`src/sv/slfr_fifo.sv`:
```
`timescale 1ns / 1ps

module slfr_fifo #(
  parameter int unsigned WIDTH = 8,
  parameter int unsigned DEPTH = 2
) (
  input  logic             clk_i,
  input  logic             rst_ni,
  input  logic             push_i,
  input  logic [WIDTH-1:0] data_i,
  output logic             full_o,
  input  logic             pop_i,
  output logic [WIDTH-1:0] data_o,
  output logic             empty_o
);

  localparam int unsigned PTR_W = (DEPTH > 1) ? $clog2(DEPTH) : 1;
  localparam int unsigned CNT_W = $clog2(DEPTH + 1);

  logic [WIDTH-1:0] mem_q [DEPTH];
  logic [PTR_W-1:0] wr_ptr_q, wr_ptr_d, rd_ptr_q, rd_ptr_d;
  logic [CNT_W-1:0] cnt_q, cnt_d;
  logic             do_push, do_pop;

  assign full_o  = (cnt_q == CNT_W'(DEPTH));
  assign empty_o = (cnt_q == '0);
  assign do_push = push_i && !full_o;
  assign do_pop  = pop_i && !empty_o;
  assign data_o  = mem_q[rd_ptr_q];

  always_comb begin
    wr_ptr_d = wr_ptr_q;
    rd_ptr_d = rd_ptr_q;
    if (do_push) begin
      wr_ptr_d = (wr_ptr_q == PTR_W'(DEPTH - 1)) ? '0 : wr_ptr_q + 1'b1;
    end
    if (do_pop) begin
      rd_ptr_d = (rd_ptr_q == PTR_W'(DEPTH - 1)) ? '0 : rd_ptr_q + 1'b1;
    end
    unique case ({do_push, do_pop})
      2'b10:   cnt_d = cnt_q + 1'b1;
      2'b01:   cnt_d = cnt_q - 1'b1;
      default: cnt_d = cnt_q;
    endcase
  end

  always_ff @(posedge clk_i or negedge rst_ni) begin
    if (!rst_ni) begin
      wr_ptr_q <= '0;
      rd_ptr_q <= '0;
      cnt_q    <= '0;
    end else begin
      wr_ptr_q <= wr_ptr_d;
      rd_ptr_q <= rd_ptr_d;
      cnt_q    <= cnt_d;
    end
  end

  always_ff @(posedge clk_i) begin
    if (do_push) begin
      mem_q[wr_ptr_q] <= data_i;
    end
  end

endmodule

```
`config.mk`:
```
export PLATFORM = sky130hd
export DESIGN_NAME = slfr_fifo
export DESIGN_NICKNAME = d
export VERILOG_FILES = /design/src/sv/slfr_fifo.sv
export SDC_FILE = /design/constraint.sdc
export NUM_CORES = 1
export LEC_CHECK = 0
export ABC_AREA = 1
export BUFFER_PORTS_ARGS = -buffer_cell sky130_fd_sc_hd__buf_2
export CAP_MARGIN = 25
export CORE_MARGIN = 1.5
export CORE_UTILIZATION = 47
export CTS_BUF_LIST = sky130_fd_sc_hd__clkbuf_2
export DETAILED_ROUTE_END_ITERATION = 10
export GPL_ROUTABILITY_DRIVEN = 0
export HOLD_SLACK_MARGIN = 0.03
export PLACE_DENSITY = 0.75
export SYNTH_ARGS = -nofsm -noshare
export SYNTH_HDL_FRONTEND = slang
export SYNTH_SLANG_ARGS = --single-unit
export TNS_END_PERCENT = 10
```
`constraint.sdc`:
```
create_clock -name clk_i -period 1.4 [get_ports clk_i]
set_input_delay 0.28 -clock clk_i [delete_from_list [all_inputs] [get_ports clk_i]]
set_output_delay 0.28 -clock clk_i [all_outputs]
set_load 0.005 [all_outputs]
```
==> reports/qor.yml <==
rsz0062_at_grt: "true"
ys_seq_elements: 20
pwr-share-comb: 0.409
antenna_left: 0
seqPwrFrac: 0.408
first_pass_iters: 2
ys_types: 14
cts_sinks: 20
whs_endpoint: "mem_q[1][6]"
synth_area_um2: 817
grt_pass1_wl_um: 2350
slew_headroom: 0.789
p_leak_uw: 0.000522
synth.yosys.seq_area_share: 0.711
rows: 14
fin_nets: 119
pre_cts_ws_ns: 0.00177
total_power_uw: 2300
fmax_ghz: 0.693
fin_crit_ns: 1.44
synth_area_leaders: "edfxtp_1 (59%), nand2_1 (15%), dfrtp_1 (12%)"
yosys_warnings: 0
synth_area_per_cell_um2: 11.0
critical_path_class: "reg2out"
syn_nets: 87
vias: 590
drv_cap: 0
die_h_um: 44.7
finalMaxSlewViolations: 0
grt_max_degree: 13
io_pins: 22
syn_to_final_growth_pct: 33.2
worstPathMaxFanout: 5
r2r_end: "cnt_q[1]"
finalCritPeriodShare: 1.03
arrival_ns: 1.16
ys_dominant_reg_cell: "edfxtp_1"
min_path_type: "in2reg"
drive_gt1_frac: 0.467
hpwl_um: 1010
r2r-start: "cnt_q[0]"
coreArea_um2: 1560
finalSetupViolations: 8
htreeDepth: 1
die_width_um: 44.7
hold_viol_final: 0
drtIter0Drc: 4
wirelength_um: 1500
antenna_cells: 0
ff2ff_setup_slack_ns: 0.06
synth_common_cells: "nand2_1 (32), edfxtp_1 (16), inv_1 (7)"
swShare: 0.342
clk-insertion-delay-late_ns: 0.31
crit_required_ns: 1.12
tns_ns: -0.250
initial_core_util: 0.524
synth_most_common_cell: "nand2_1"
clkSlewWorstSetupHoldPaths_ns: 0.19
hp-start: "data_i[6]"
wire_per_inst_um: 12.4
fill_cells: 108
tightest_slew_ns: 0.317
antenna_found_initial: 0
tritoncts: "done"
async_flop_share: 0.200
grtUsageTotal: 0.172
syn-instance-count: 74
port_buffers: 21
reg2reg_depth: 6
max-vdd-ir-drop_uv: 1440
internal_power_uw: 1510
p_sw_uw: 784
violations: "setup timing"
drc: 0
clock_skew_ns: 0.00775
viasPerCell: 4.88
layout_setup_ws_ns: -0.0420
yosysTopAreaCell: "edfxtp_1"
grt_pass1_vias: 605
cp-start-kind: "flip-flop"
numCtsBuffers: 3
status: "finished with violations"
end_kind: "output port"
powerDensity_nw_per_um2: 2110
design.die.area_um2: 2000
clockBufferDepth: 2
synth_top_area_share: 0.588
power_frac_clock: 0.184
synth_edf_count: 16
hold_depth: 1
gr-total-overflow: 0
cts_root_buf: "clkbuf_2"
==> critical path, cell delays in order (launching register included) <==
cell     delay, ns
dfrtp_2       0.50
buf_6         0.15
nand2_2       0.04
nand2_1       0.05
buf_2         0.12
==> repair_timing <==
action / 4_1_cts / 5_1_grt
pin swaps: 0 / 3
gates cloned: 0 / 0
hold buffers: 1 / 0
endpoints found under the setup margin: 10 / 11
gates resized for setup: 10 / 7
setup buffers: 3 / 1
hold endpoints to repair: 4 / 0
==> flip-flops by register name, summed over array words and instances, names as in the netlist <==
signal    count
rd_ptr_q      1
mem_q        16
cnt_q         2
wr_ptr_q      1
==> per-layer routing <==
layer / GRT usage / up-vias / share of wire
met1: 0.182 / 278 / 0.40
li1: - / 300 / -
met4: 0.0727 / 0 / 0.0053
met2: 0.333 / 10 / 0.56
met5: 0 / - / 0
met3: 0.0240 / 2 / 0.029
==> layout make-up <==
class	count	area (um2)	area share
clock buffers	3	15.0	0.0138
clock inverters	1	30.0	0.0276
inverters	10	42.5	0.0391
multi-input cells	43	226	0.208
flip-flops and latches	20	583	0.536
well taps	16	20.0	0.0184
repair buffers	28	171	0.157
==> layout by cell type, fill, tap and decap left out, drive strengths merged <==
cell	n
dfrtp	4
nor2	2
clkinv	1
o21ai	1
nand2	34
bufinv	1
nand3	3
dlygate4sd3	1
inv	9
buf	27
ha	1
nand4	1
edfxtp	16
xnor2	1
clkbuf	3
==> per-stage QoR <==
stage / hold slack [ns] / std cells / area [um2] / utilization
after floorplan: -0.0156 / 74 / 817 / -
after global placement: 0.0923 / 112 / 952 / 0.611
after detailed placement: 0.0885 / 112 / 952 / 0.611
after CTS: 0.138 / 120 / 1060 / 0.680
after global routing: 0.113 / 121 / 1090 / 0.698
final: 0.147 / 121 / 1090 / 0.698
==> logic make-up after synthesis <==
family,share of synthesized area
and+or+nand+nor,0.201
adders and majority gates,0.0153
xor gates and xnor gates,0.0107
buffers and inverters,0.0521
DFF,0.711
AOI/OAI and AO/OA,0.0107
==> power by group through the flow <==
| stage | Sequential (uW) | Clock [uW] | Combinational, uW |
|---|---|---|---|
| finish | 936 | 421 | 939 |
| floorplan | 893 | 0 | 478 |
| global placement | 925 | 0 | 712 |
| CTS | 927 | 423 | 891 |
| detailed placement | 927 | 0 | 746 |
| global route | 953 | 449 | 1060 |
==> how the worst max path moves through the flow <==
stage,depth (start not counted),end,start
3_5_place_dp,9,cnt_q[1],cnt_q[1]
2_1_floorplan,3,mem_q[1][0],cnt_q[1]
4_1_cts,4,data_o[4],rd_ptr_q
5_1_grt,4,data_o[7],rd_ptr_q
6_report,4,data_o[7],rd_ptr_q
3_3_place_gp,9,cnt_q[1],cnt_q[0]
Note: power is estimated with default switching activity, not from simulation.
