[src/sv/slfr_pkg.sv]
`timescale 1ns / 1ps

package slfr_pkg;

  localparam int unsigned VAL_W      = 32;
  localparam int unsigned DIF_W      = 33;
  localparam int unsigned DEN_W      = 34;
  localparam int unsigned ACC_W      = 35;
  localparam int unsigned BIAS_W     = 16;
  localparam int unsigned PROD_SPLIT = 30;

  localparam logic [BIAS_W-1:0] BIAS_RST = 16'd1;
  localparam logic [VAL_W-1:0]  VAL_MAX  = 32'h7fff_ffff;
  localparam logic [VAL_W-1:0]  VAL_MIN  = 32'h8000_0000;

  typedef enum logic [1:0] {
    CLS_ZERO = 2'd0,
    CLS_ONE  = 2'd1,
    CLS_DIV  = 2'd2
  } cls_e;

  typedef struct packed {
    logic [VAL_W-1:0] left_value;
    logic [VAL_W-1:0] center_value;
    logic [VAL_W-1:0] right_value;
    logic [VAL_W-1:0] left_tangent;
    logic [VAL_W-1:0] center_tangent;
    logic [VAL_W-1:0] right_tangent;
    logic             last;
  } item_t;

  typedef struct packed {
    logic [VAL_W-1:0] c;
    logic [VAL_W-1:0] tc;
    logic [DIF_W-1:0] rc;
    logic [DIF_W-1:0] num_mag;
    logic [DEN_W-1:0] den_mag;
    logic             den_neg;
    logic [DIF_W-1:0] tca;
    logic [DIF_W-1:0] dt;
    cls_e             cls;
    logic             last;
  } qent_t;

  typedef struct packed {
    logic [VAL_W-1:0] c;
    logic [VAL_W-1:0] tc;
    logic [DIF_W-1:0] rc;
    logic             den_neg;
    logic [DIF_W-1:0] tca;
    logic [DIF_W-1:0] dt;
    cls_e             cls;
    logic             last;
  } d1_pay_t;

  typedef struct packed {
    logic [VAL_W-1:0] c;
    logic [VAL_W-1:0] tc;
    logic [DIF_W-1:0] rc_mag;
    logic             p2_neg;
    logic             interior;
    logic [DEN_W-1:0] mp;
    logic [DEN_W-1:0] hs;
    logic             last;
  } d2_pay_t;

  typedef struct packed {
    logic [VAL_W-1:0] left_face;
    logic [VAL_W-1:0] right_face;
    logic [VAL_W-1:0] left_face_tangent;
    logic [VAL_W-1:0] right_face_tangent;
    logic             last;
  } res_t;

  function automatic logic [VAL_W-1:0] sat32(input logic [65:0] v);
    logic [VAL_W-1:0] r;
    if (v[65] && !(&v[64:31])) begin
      r = VAL_MIN;
    end else if (!v[65] && (|v[64:31])) begin
      r = VAL_MAX;
    end else begin
      r = v[31:0];
    end
    return r;
  endfunction

endpackage

[src/sv/slfr_front.sv]
`timescale 1ns / 1ps

module slfr_front import slfr_pkg::*; (
  input  logic              clk_i,
  input  logic              rst_ni,
  input  logic              cfg_valid_i,
  output logic              cfg_ready_o,
  input  logic [BIAS_W-1:0] cfg_data_i,
  input  logic              push_i,
  input  logic              full_i,
  input  item_t             item_i,
  output logic              wr_o,
  output qent_t             ent_o
);

  logic [BIAS_W-1:0] bias_q;
  logic [DIF_W-1:0]  num, rc, tca, dt, num_mag;
  logic [DEN_W-1:0]  den, den_mag;
  logic              num_neg, num_zero, den_zero, same_sign;

  assign cfg_ready_o = 1'b1;
  assign wr_o        = push_i && !full_i;

  always_ff @(posedge clk_i or negedge rst_ni) begin
    if (!rst_ni) begin
      bias_q <= BIAS_RST;
    end else if (cfg_valid_i) begin
      bias_q <= cfg_data_i;
    end
  end

  always_comb begin
    num = {item_i.center_value[31], item_i.center_value}
        - {item_i.left_value[31], item_i.left_value};
    rc  = {item_i.right_value[31], item_i.right_value}
        - {item_i.center_value[31], item_i.center_value};
    tca = {item_i.center_tangent[31], item_i.center_tangent}
        - {item_i.left_tangent[31], item_i.left_tangent};
    dt  = {item_i.right_tangent[31], item_i.right_tangent}
        - {item_i.center_tangent[31], item_i.center_tangent};
    den = {rc[DIF_W-1], rc} + {{(DEN_W-BIAS_W){1'b0}}, bias_q};

    num_neg   = num[DIF_W-1];
    num_zero  = (num == '0);
    den_zero  = (den == '0);
    num_mag   = num_neg ? -num : num;
    den_mag   = den[DEN_W-1] ? -den : den;
    same_sign = !num_zero && !den_zero && (num_neg == den[DEN_W-1]);

    ent_o.c       = item_i.center_value;
    ent_o.tc      = item_i.center_tangent;
    ent_o.rc      = rc;
    ent_o.num_mag = num_mag;
    ent_o.den_mag = den_mag;
    ent_o.den_neg = den[DEN_W-1];
    ent_o.tca     = tca;
    ent_o.dt      = dt;
    ent_o.last    = item_i.last;

    priority if (den_zero) begin
      ent_o.cls = (!num_neg && !num_zero) ? CLS_ONE : CLS_ZERO;
    end else if (!same_sign) begin
      ent_o.cls = CLS_ZERO;
    end else if ({1'b0, num_mag} >= den_mag) begin
      ent_o.cls = CLS_ONE;
    end else begin
      ent_o.cls = CLS_DIV;
    end
  end

endmodule

[config.mk]
export PLATFORM = sky130hd
export DESIGN_NAME = slfr_front
export DESIGN_NICKNAME = d
export VERILOG_FILES = /design/src/sv/slfr_pkg.sv /design/src/sv/slfr_front.sv
export SDC_FILE = /design/constraint.sdc
export NUM_CORES = 1
export LEC_CHECK = 0
export BUFFER_PORTS_ARGS = -buffer_cell sky130_fd_sc_hd__clkbuf_2
export CORE_MARGIN = 2
export CORE_UTILIZATION = 40
export DETAILED_ROUTE_END_ITERATION = 10
export PLACE_DENSITY = 0.68
export SYNTH_ARGS = -nofsm -noshare
export SYNTH_HDL_FRONTEND = slang
export SYNTH_SLANG_ARGS = --single-unit
[constraint.sdc]
create_clock -name clk_i -period 8.5 [get_ports clk_i]
set_input_delay 0.85 -clock clk_i [delete_from_list [all_inputs] [get_ports clk_i]]
set_output_delay 0.85 -clock clk_i [all_outputs]
set_load 0.005 [all_outputs]
==> summary.md, run 1 <==
| Metric | Value |
|---|---|
| Status | `complete, no violations` |
| Pwr Density | `151.8 nW/um^2` |
| Root Buffer | `clkbuf_16` |
| Top Registers | `bias_q x16` |
| Core Area | `around 31000 sq um` |
| Cell variety after synth | `roughly 110` |
| Synth top cells by count | `inv_1 (216), ha_1 (179), nor2_1 (153), xnor2_1 (126), a21oi_1 (122)` |
| Syn Nets | `approximately 2200` |
| # setup viols final | `0` |
| DRT Pass-1 Iters | `5` |
| Top Ports | `450` |
| Die Y | `180.1 microns` |
| Area Overhead vs Synth | `23.52%` |
| Most common cell in the netlist | `inv_1` |
| Largest net degree at the start of global routing | `20` |
| Worst hold-check path type | `primary input to async pin` |
| Post-Layout Cell Count | `2587` |
| Fin Setup TNS | `0 ps` |
| Vias in the first global route | `13890` |
| CP max FO | `5` |
| Fin. max-slew vios | `0` |
| Drt via density | `roughly 5.6` |
| Fin Clk Skew | `0 ps` |
| Req. time, crit path | `7650 ps` |
| Post-synthesis sequential area ratio | `0.03238` |
| Filler Cell Count | `roughly 3100` |
| Fmax | `119.7 MHz` |
| Row count | `64` |
| Detail Placement HPWL | `between 30000 and 40000 microns` |
| CP startpoint kind | `primary input` |
| # port buffers | `445` |
| Vias | `14510` |
| Initial core utilization | `0.4055` |
| Storage element area | `401.6 sq um` |
| CP Data Arrival Time | `about 7500 ps` |
| Clock sink total | `16` |
| Ys flop type | `dfrtp_1` |
| Min Tclk post-route | `about 8400 ps` |
| Final Routed Wirelength | `44950 microns` |
| Top reg by flops | `bias_q` |
| CTS tree | `done` |
| Final ANT Viol Nets | `0` |
| Cell family with most CP delay | `simple AND/OR/NAND/NOR gates` |
| Overall Global Routing Usage | `0.2568` |
| Max reg flops | `16` |
| Area of the multi-input gates | `between 10000 and 15000 sq um` |
| Synthesized area per cell | `approximately 7 sq um` |
| Die Footprint | `between 30000 and 40000 sq um` |
| Synth Instances | `about 1800` |
| WS Path Type | `primary input to output port` |
| RSZ-0062 raised after global routing | `true` |
| DR iter-0 viols | `842` |
| Worst slew pin tran | `940.9 ps` |
| Final setup margin | `between 100 and 150 ps` |
| Clk buf depth | `2` |
| Netlist Area Pre-Place | `12400 sq um` |
| Slew headroom | `0.3565` |
| Number of synthesized flops with an enable pin | `0` |
| Avg WL per Cell | `17.37 microns` |
| Final #Nets | `2588` |
| Synth top area share | `0.1806` |
| Cell taking the most area after synthesis | `ha_1` |
| Reg2Reg Setup Slack | `7700 ps` |
| Worst hold slack | `around 520 ps` |
| CP Capture Type | `output port` |
| FF+latch count, synth | `16` |
| Leak | `7.952 nW` |
| CP dominant cell by count | `ha_1` |
| Layout cells sized above 1 | `0.2887` |
| Chip width | `180.1 microns` |
| Grt ovf | `0` |
| Worst-Skew Late Latency | `240 ps` |
| Synth area leaders | `ha_1 (18%), xnor2_1 (8.9%), inv_1 (6.5%)` |
| Pre-CTS setup slack | `-45.65 ps` |
| Final period util | `0.9827` |
| Max incr delay on CP | `570 ps` |
| Routability cong. | `around 0.95` |
| VDD IR max | `0.07418 mV` |
| # DRC | `0` |
| Crit path max-delay cell type | `or4b_4` |
| Clock transition at path regs | `about 50 ps` |
| First-pass GRT wire length | `68990 microns` |
| Hold Buf Count CTS | `0` |
| Max-cap viol count | `0` |
| Placed Cells incl. Taps | `roughly 2600` |
| Number of H-tree levels | `1` |
| Fin. Hold Viols | `0` |
| CP bufs+invs | `4` |
| Antenna violations before repair | `5` |
| Yosys warnings | `0` |
| TritonCTS Buffers | `3` |
| FFs w/ async S/R, synth | `1.000` |
==> repair_timing <==
item                       in CTS  in global routing
pin swaps                       0                 24
buffers inserted                0                 16
setup endpoints to repair       1                  2
gates resized for setup         1                 65
==> stage by stage <==
step	power (W)	utilization	area, sq um
after CTS	0.002223	0.4879	14920
final	0.002326	0.5009	15320
after global routing	0.002539	0.5009	15320
after floorplan	0.001386	-	12400
after global placement	0.002076	0.4848	14830
after detailed placement	0.002111	0.4848	14830
==> report_power, final <==
part | internal [W] | total (W) | switching, W
logic | 0.000925 | 0.00214 | 0.00121
registers | 0.0000844 | 0.0000899 | 0.00000552
clock network | 0.0000713 | 0.0000994 | 0.0000280
==> cell families (layout without fill, tap and decap cells) <==
group / Yosys count / count (layout) / share of synthesized area
muxes: 22 / 22 / 0.01947
DFF: 16 / 16 / 0.03238
buffers and inverters: 320 / 732 / 0.1189
and+or+nand+nor: 540 / 540 / 0.2245
other: 2 / 4 / 0.0006055
xor gates and xnor gates: 178 / 178 / 0.1263
AOI/OAI and AO/OA: 515 / 515 / 0.2892
adders and majority gates: 184 / 184 / 0.1886
==> cells in the final DEF, fill, tap and decap left out, types with 6 or more instances in the layout <==
master	synthesis	routed
dfrtp_1	15	15
o21a_1	36	36
o31ai_1	15	14
o21ai_1	13	23
or2_2	13	13
inv_1	216	214
xnor2_1	126	122
o211ai_1	18	18
o21ai_0	86	76
and3_1	12	11
nand3_1	42	40
a211oi_1	23	23
a21boi_0	8	8
a21o_1	58	58
nand2b_1	26	25
nor2b_1	25	24
mux2_2	17	17
nor3_2	5	6
or3_1	20	20
nor3_1	51	49
and2_1	19	19
a21oi_2	2	6
nand4_1	22	22
clkbuf_2	0	441
nor2_1	153	150
nor4_1	13	11
buf_4	70	61
a31oi_1	17	17
a21oi_1	122	118
ha_1	179	174
o21bai_1	18	17
nand2_1	96	96
nor3b_1	7	7
o31a_1	9	9
xor2_1	51	50
==> cell type report <==
cell class,count,share of cell area
Antenna cell,2,0.0003267
Tap cell,396,0.03234
Inverter,220,0.05406
Multi-Input combinational cell,1441,0.7037
Sequential cell,16,0.02621
Timing Repair Buffer,508,0.1775
Clock buffer,4,0.005798
==> metal layers <==
metal  vias to the layer above  GRT usage  share of wire
li1                       7123          -              -
met1                      6633     0.2957           0.39
met2                       623     0.4752           0.49
met3                       127    0.02506          0.059
met4                         4     0.1210          0.054
met5                         -          0        0.00044
==> path summary, 6_finish.rpt <==
check | from | endpoint | cells past startpoint
hold / removal | rst_ni | bias_q[2]$_DFFE_PN0P_ | 1
max in group asynchronous | rst_ni | bias_q[0]$_DFFE_PN1P_ | 1
setup reg to reg | bias_q[5]$_DFFE_PN0P_ | bias_q[5]$_DFFE_PN0P_ | 1
hold reg to reg | bias_q[7]$_DFFE_PN0P_ | bias_q[7]$_DFFE_PN0P_ | 1
setup / recovery | item_i[97] | ent_o[1] | 31
min in group clk_i | bias_q[7]$_DFFE_PN0P_ | bias_q[7]$_DFFE_PN0P_ | 1
Note: power is estimated with default switching activity, not from simulation.
==> run 2: changes to the inputs <==
--- a/config.mk
+++ b/config.mk
@@ -10,6 +10,7 @@
 export CORE_UTILIZATION = 40
 export DETAILED_ROUTE_END_ITERATION = 10
 export PLACE_DENSITY = 0.68
+export SLEW_MARGIN = 10
 export SYNTH_ARGS = -nofsm -noshare
 export SYNTH_HDL_FRONTEND = slang
 export SYNTH_SLANG_ARGS = --single-unit
==> constraint.sdc (replaced) <==
create_clock -name clk_i -period 9.6 [get_ports clk_i]
set_input_delay 0.96 -clock clk_i [delete_from_list [all_inputs] [get_ports clk_i]]
set_output_delay 0.96 -clock clk_i [all_outputs]
set_load 0.005 [all_outputs]
==> summary.md, run 2 (synthesis results as in run 1) <==
| Metric | Value |
|---|---|
| DRT Pass-1 Iters | `5 (unchanged)` |
| Overall power | `0.001935 W (-17%)` |
| Slew headroom | `0.3811 (+0.02453)` |
| Req. time, crit path | `8640 ps (+990 ps)` |
| TritonCTS Buffers | `3 (unchanged)` |
| WS Path Type | `primary input to output port` |
| Avg WL per Cell | `17.25 microns (-0.70%)` |
| Final Routed Wirelength | `43670 microns (-2.9%)` |
| Max reg flops | `16 (unchanged)` |
| Clock transition at path regs | `50 ps (about the same)` |
| Worst-Skew Late Latency | `240 ps (about the same)` |
| Clk buf depth | `2 (unchanged)` |
| Final Cell Area | `14660 sq um (-4.3%)` |
| Vias in the first global route | `13430 (-3.3%)` |
| Min Tclk post-route | `9076 ps` |
| Commonest non-fill, non-tap cell in the layout | `clkbuf_2` |
| Overall Global Routing Usage | `0.2534 (-0.003411)` |
| Number of H-tree levels | `1 (unchanged)` |
| Row count | `64 (unchanged)` |
| Antenna violations before repair | `2 (-3)` |
| CP Capture Type | `output port` |
| VDD IR max | `0.06058 mV (-18%)` |
| Leak | `7.615 nW (-4.2%)` |
| # DRC | `0 (unchanged)` |
| CP dominant cell by count | `o21ai_0` |
| DR iter-0 viols | `810 (-3.8%)` |
| CP Data Arrival Time | `8120 ps (+620 ps)` |
| Top reg by flops | `bias_q` |
| # setup viols final | `0 (unchanged)` |
| RSZ-0062 raised after global routing | `false` |
| Vias | `14020 (-3.3%)` |
| Detail Placement HPWL | `38640 microns (-1.3%)` |
| Final #Nets | `2532 (-2.2%)` |
| Fin. Hold Viols | `0 (unchanged)` |
| Grt ovf | `0 (unchanged)` |
| Initial core utilization | `0.4055 (unchanged)` |
| Clock sink total | `16 (unchanged)` |
| Worst slew pin tran | `926.4 ps (-14.46 ps)` |
| CP max FO | `8 (+3)` |
| Fin Clk Skew | `0 ps (unchanged)` |
| Routability cong. | `0.9382 (-1.3%)` |
| CP startpoint kind | `primary input` |
| Setup bufs post-CTS | `0 (unchanged)` |
| CTS tree | `done` |
| Final ANT Viol Nets | `0 (unchanged)` |
| Final period util | `0.9454` |
| Root Buffer | `clkbuf_16` |
| Worst hold-check path type | `flop to flop` |
| Crit path max-delay cell type | `or4_4` |
| Layout cells sized above 1 | `0.2560 (-0.03274)` |
| Most frequent cells in the layout | `clkbuf_2 (445), inv_1 (216), ha_1 (178)` |
| Fmax | `110.2 MHz` |
| Fin. max-slew vios | `0 (unchanged)` |
| Chip width | `180.1 microns (unchanged)` |
| Max incr delay on CP | `560 ps (about the same)` |
| Fin Setup TNS | `0 ps (unchanged)` |
| Top Registers | `bias_q x16` |
| Core Area | `30590 sq um (unchanged)` |
| Max-cap viol count | `0 (unchanged)` |
| Largest net degree at the start of global routing | `20 (unchanged)` |
| Pwr Density | `131.9 nW/um^2 (-13%)` |
| Status | `complete, no violations` |
| # port buffers | `445 (unchanged)` |
| Area after DPL | `14530 sq um (-2.0%)` |
| Area Overhead vs Synth | `18.23%` |
| Worst hold slack | `512.1 ps (-10.35 ps)` |
| Hold Buf Count CTS | `0 (unchanged)` |
| Drt via density | `5.541 (-1.2%)` |
| Top Ports | `450 (unchanged)` |
| Die Y | `180.1 microns (unchanged)` |
| Die Footprint | `32430 sq um (unchanged)` |
| First-pass GRT wire length | `68210 microns (-1.1%)` |
## run 2: through the flow
step	instances	setup WS (ps)	utilization
after global routing	2531	3.007	0.4794
after CTS	2529	295.8	0.4779
final	2531	523.8	0.4794
after detailed placement	2525	300.5	0.4750
after floorplan	1777	1264	-
after global placement	2525	390.6	0.4750
## run 2: cell type report
type	count	area (sq um)
clock buffer	4	88.84
inverter	220	825.8
sequential	16	401.6
tap	396	495.5
antenna	2	5.005
fill	3185	15930
timing repair buffer	452	2283
multi-input combinational	1441	10560
## run 2: power by group
part	internal, W	total, W	switching [W]
logic	0.000739	0.00177	0.00103
clock network	0.0000631	0.0000867	0.0000236
registers	0.0000747	0.0000791	0.00000443
total	0.000877	0.00193	0.00106
## run 2: worst max-delay path: cells and delay by family
kind                     cells  cell delay, ps
adder cells (fa/ha/maj)      3             910
buffers and inverters        3             380
XOR/XNOR                     1             180
multiplexers                 1             250
AND/OR/NAND/NOR              6            1770
AO/OA/AOI/OAI               19            3640
## run 2: worst paths after layout
check                                       start                      to  slack, ps  depth (start not counted)
max                                   item_i[130]                ent_o[2]        520                         33
min                        bias_q[14]$_DFFE_PN0P_  bias_q[14]$_DFFE_PN0P_        510                          1
max reg2reg                 bias_q[5]$_DFFE_PN0P_   bias_q[5]$_DFFE_PN0P_       8820                          1
min reg2reg                bias_q[14]$_DFFE_PN0P_  bias_q[14]$_DFFE_PN0P_        510                          1
max in group asynchronous                  rst_ni   bias_q[0]$_DFFE_PN1P_       8660                          1
min in group asynchronous                  rst_ni   bias_q[2]$_DFFE_PN0P_        630                          1
## run 2: timing repair
| item | in CTS | in global routing |
|---|---|---|
| gates resized for setup | 0 | 9 |
| setup endpoints to repair | 0 | 2 |
| hold endpoints to repair | 0 | 0 |
## run 2: routing by layer
| metal | vias to the layer above | share of wire | global-route usage |
|---|---|---|---|
| met5 | - | 0 | 0 |
| met4 | 0 | 0.044 | 0.1013 |
| met3 | 94 | 0.055 | 0.02385 |
| met2 | 515 | 0.49 | 0.4668 |
| met1 | 6411 | 0.41 | 0.3009 |
| li1 | 7004 | - | - |
==> run 3: changes to the inputs <==
--- a/config.mk
+++ b/config.mk
@@ -5,11 +5,12 @@
 export SDC_FILE = /design/constraint.sdc
 export NUM_CORES = 1
 export LEC_CHECK = 0
+export ABC_AREA = 1
 export BUFFER_PORTS_ARGS = -buffer_cell sky130_fd_sc_hd__clkbuf_2
 export CORE_MARGIN = 2
 export CORE_UTILIZATION = 40
 export DETAILED_ROUTE_END_ITERATION = 10
-export PLACE_DENSITY = 0.68
+export PLACE_DENSITY = 0.62
 export SLEW_MARGIN = 10
 export SYNTH_ARGS = -nofsm -noshare
 export SYNTH_HDL_FRONTEND = slang
==> summary.md, run 3 <==
| Metric | Value |
|---|---|
| WS Path Type | `primary input to output port` |
| # setup viols final | `0 (unchanged)` |
| Synth top area share | `0.1789 (-0.001696)` |
| Slew headroom | `0.4956 (+0.1145)` |
| First-pass GRT wire length | `89740 microns (+32%)` |
| DR iter-0 viols | `928 (+15%)` |
| Status | `complete, no violations` |
| Fin. max-slew vios | `0 (unchanged)` |
| Initial core utilization | `0.4074 (+0.001967)` |
| Number of synthesized flops with an enable pin | `0 (unchanged)` |
| Final setup margin | `1551 ps (+1027 ps)` |
| DRT Pass-1 Iters | `5 (unchanged)` |
| Vias in the first global route | `16560 (+23%)` |
| Netlist Area Pre-Place | `14140 sq um (+14%)` |
| Fmax | `124.2 MHz (+13%)` |
| Reg2Reg Setup Slack | `8820 ps (about the same)` |
| CP dominant cell by count | `nand2_1` |
| Final period util | `0.8384 (-0.1070)` |
| Overall Global Routing Usage | `0.3143 (+0.06086)` |
| Max incr delay on CP | `510 ps (-50 ps)` |
| Max-cap viol count | `0 (unchanged)` |
| Detail Placement HPWL | `55120 microns (+43%)` |
| Filler Cell Count | `3947 (+24%)` |
| Antenna violations before repair | `1 (-1)` |
| Number of H-tree levels | `1 (unchanged)` |
| Hold Buf Count CTS | `0 (unchanged)` |
| Synth Instances | `2555 (+44%)` |
| FF+latch count, synth | `16 (unchanged)` |
| Commonest non-fill, non-tap cell in the layout | `nand2_1` |
| Grt ovf | `0 (unchanged)` |
| Most frequent cells in the layout | `nand2_1 (674), inv_1 (542), clkbuf_2 (445)` |
| CP max FO | `5 (-3)` |
| Fin Clk Skew | `0 ps (unchanged)` |
| Layout cells sized above 1 | `0.1986 (-0.05734)` |
| Cell family with most CP delay | `simple AND/OR/NAND/NOR gates` |
| Pre-CTS setup slack | `1676 ps (+1376 ps)` |
| Drt via density | `5.065 (-8.6%)` |
| VDD IR max | `0.06711 mV (+11%)` |
| Top Usage Layer GRT | `met2` |
| Synth area leaders | `nand2_1 (18%), ha_1 (16%), inv_1 (14%)` |
| Worst-Skew Late Latency | `240 ps (about the same)` |
| Routability cong. | `0.9766 (+4.1%)` |
| Chip width | `192.0 microns (+6.6%)` |
| CP startpoint kind | `primary input` |
| Final ANT Viol Nets | `0 (unchanged)` |
| Most common cell in the netlist | `nand2_1` |
| Worst hold slack | `515.5 ps (+3.378 ps)` |
| Die Footprint | `36880 sq um (+14%)` |
| CTS tree | `done` |
| Ys flop type | `dfrtp_1` |
| Synthesized area per cell | `5.536 sq um (-21%)` |
| # port buffers | `445 (unchanged)` |
| Core Area | `34710 sq um (+13%)` |
| Fin. Hold Viols | `0 (unchanged)` |
| CP Data Arrival Time | `7090 ps (-1030 ps)` |
| CP Capture Type | `output port` |
| Post-synthesis sequential area ratio | `0.02840 (-0.003985)` |
| Met1 Resource Use GR | `0.3669 (+0.06595)` |
| Global routing usage on met2 | `0.5791 (+0.1123)` |
| Synth top cells by count | `nand2_1 (674), inv_1 (542), nor2_1 (245), ha_1 (179), a21oi_1 (170)` |
| Cell variety after synth | `59 (-45%)` |
| Clock transition at path regs | `50 ps (about the same)` |
| FFs w/ async S/R, synth | `1.000 (unchanged)` |
| # DRC | `0 (unchanged)` |
| Final Routed Wirelength | `59970 microns (+37%)` |
| Setup bufs post-CTS | `0 (unchanged)` |
| Worst slew pin tran | `750.9 ps (-175.5 ps)` |
| Row count | `68 (+6.3%)` |
| Top Registers | `bias_q x16` |
| Root Buffer | `clkbuf_16` |
| Clock sink total | `16 (unchanged)` |
| CP bufs+invs | `3 (unchanged)` |
| Largest net degree at the start of global routing | `26 (+30%)` |
| Yosys warnings | `0 (unchanged)` |
| Min Tclk post-route | `8049 ps (-1027 ps)` |
| Top reg by flops | `bias_q` |
| Cell taking the most area after synthesis | `nand2_1` |
| Max reg flops | `16 (unchanged)` |
| Syn Nets | `2953 (+36%)` |
| Fin Setup TNS | `0 ps (unchanged)` |
| Area Overhead vs Synth | `16.47%` |
| Top Ports | `450 (unchanged)` |
| Post-CTS Resized | `0 (unchanged)` |
| Req. time, crit path | `8640 ps (about the same)` |
| Clk buf depth | `2 (unchanged)` |
| Avg WL per Cell | `17.71 microns (+2.7%)` |
| Die Y | `192.0 microns (+6.6%)` |
| TritonCTS Buffers | `3 (unchanged)` |
| Leak | `10.09 nW (+33%)` |
| RSZ-0062 raised after global routing | `false` |
| Worst hold-check path type | `flop to flop` |
| Pwr Density | `134.4 nW/um^2 (+1.8%)` |
| Vias | `17150 (+22%)` |
| Met3 global-route usage | `0.03965 (+0.01580)` |
| Crit path max-delay cell type | `or4_1` |
| Final #Nets | `3329 (+31%)` |
[run 3: cell types whose count changed after synthesis, moves of 25 or more]
| cell | change |
|---|---|
| o21a_1 | -29 |
| xor2_1 | +51 |
| inv_1 | +326 |
| nor2_1 | +92 |
| nand2b_1 | -26 |
| a21oi_1 | +48 |
| nand2_1 | +578 |
| a21o_1 | -55 |
| nand3_1 | +79 |
| nor2b_1 | -25 |
| nand2_2 | +36 |
| xnor2_1 | -91 |
[run 3: layer usage]
metal	part of all wire	vias to the layer above
met5	0	-
met4	0.044	0
met3	0.067	107
met2	0.48	626
met1	0.40	7697
li1	-	8720
[run 3: worst paths after layout]
path | end | start | depth (start not counted)
hold reg to reg | bias_q[7]$_DFFE_PN0P_ | bias_q[7]$_DFFE_PN0P_ | 1
setup / recovery | ent_o[1] | item_i[129] | 37
max in group asynchronous | bias_q[0]$_DFFE_PN1P_ | rst_ni | 1
min in group asynchronous | bias_q[12]$_DFFE_PN0P_ | rst_ni | 1
setup reg to reg | bias_q[6]$_DFFE_PN0P_ | bias_q[6]$_DFFE_PN0P_ | 1
hold / removal | bias_q[7]$_DFFE_PN0P_ | bias_q[7]$_DFFE_PN0P_ | 1
[run 3: kinds of logic after synthesis]
kind of cell	Yosys count	synth area share
simple gates	1227	0.3766
xor+xnor	149	0.09864
buf+inv	631	0.1871
mux	17	0.01336
fa+ha+maj	184	0.1654
other cells	2	0.0005310
compound gates	329	0.1300
flops	16	0.02840
[run 3: cell type report]
| type | count | area [sq um] | area share |
|---|---|---|---|
| antenna | 1 | 2.502 | 0.0001519 |
| clock buffer | 4 | 78.83 | 0.004785 |
| inverter | 556 | 2091 | 0.1269 |
| multi-input combinational | 1908 | 11100 | 0.6736 |
| sequential | 16 | 401.6 | 0.02438 |
| tap | 455 | 569.3 | 0.03456 |
| timing repair buffer | 446 | 2235 | 0.1357 |
[run 3: per-stage QoR]
stage	power [W]	cell area, sq um	util	cells
2_1_floorplan	0.001347	14140	-	2555
3_3_place_gp	0.002103	16390	0.4722	3381
3_5_place_dp	0.002123	16390	0.4722	3381
4_1_cts	0.002213	16470	0.4745	3385
5_1_grt	0.002457	16470	0.4746	3386
6_report	0.002213	16470	0.4746	3386
[run 3: power breakdown]
group / switching (W) / internal (W) / leakage [nW]
Combinational: 0.00135 / 0.000699 / 9.87
Clock: 0.0000257 / 0.0000563 / 0.0382
Sequential: 0.00000445 / 0.0000747 / 0.186
Total: 0.00138 / 0.000830 / 10.1
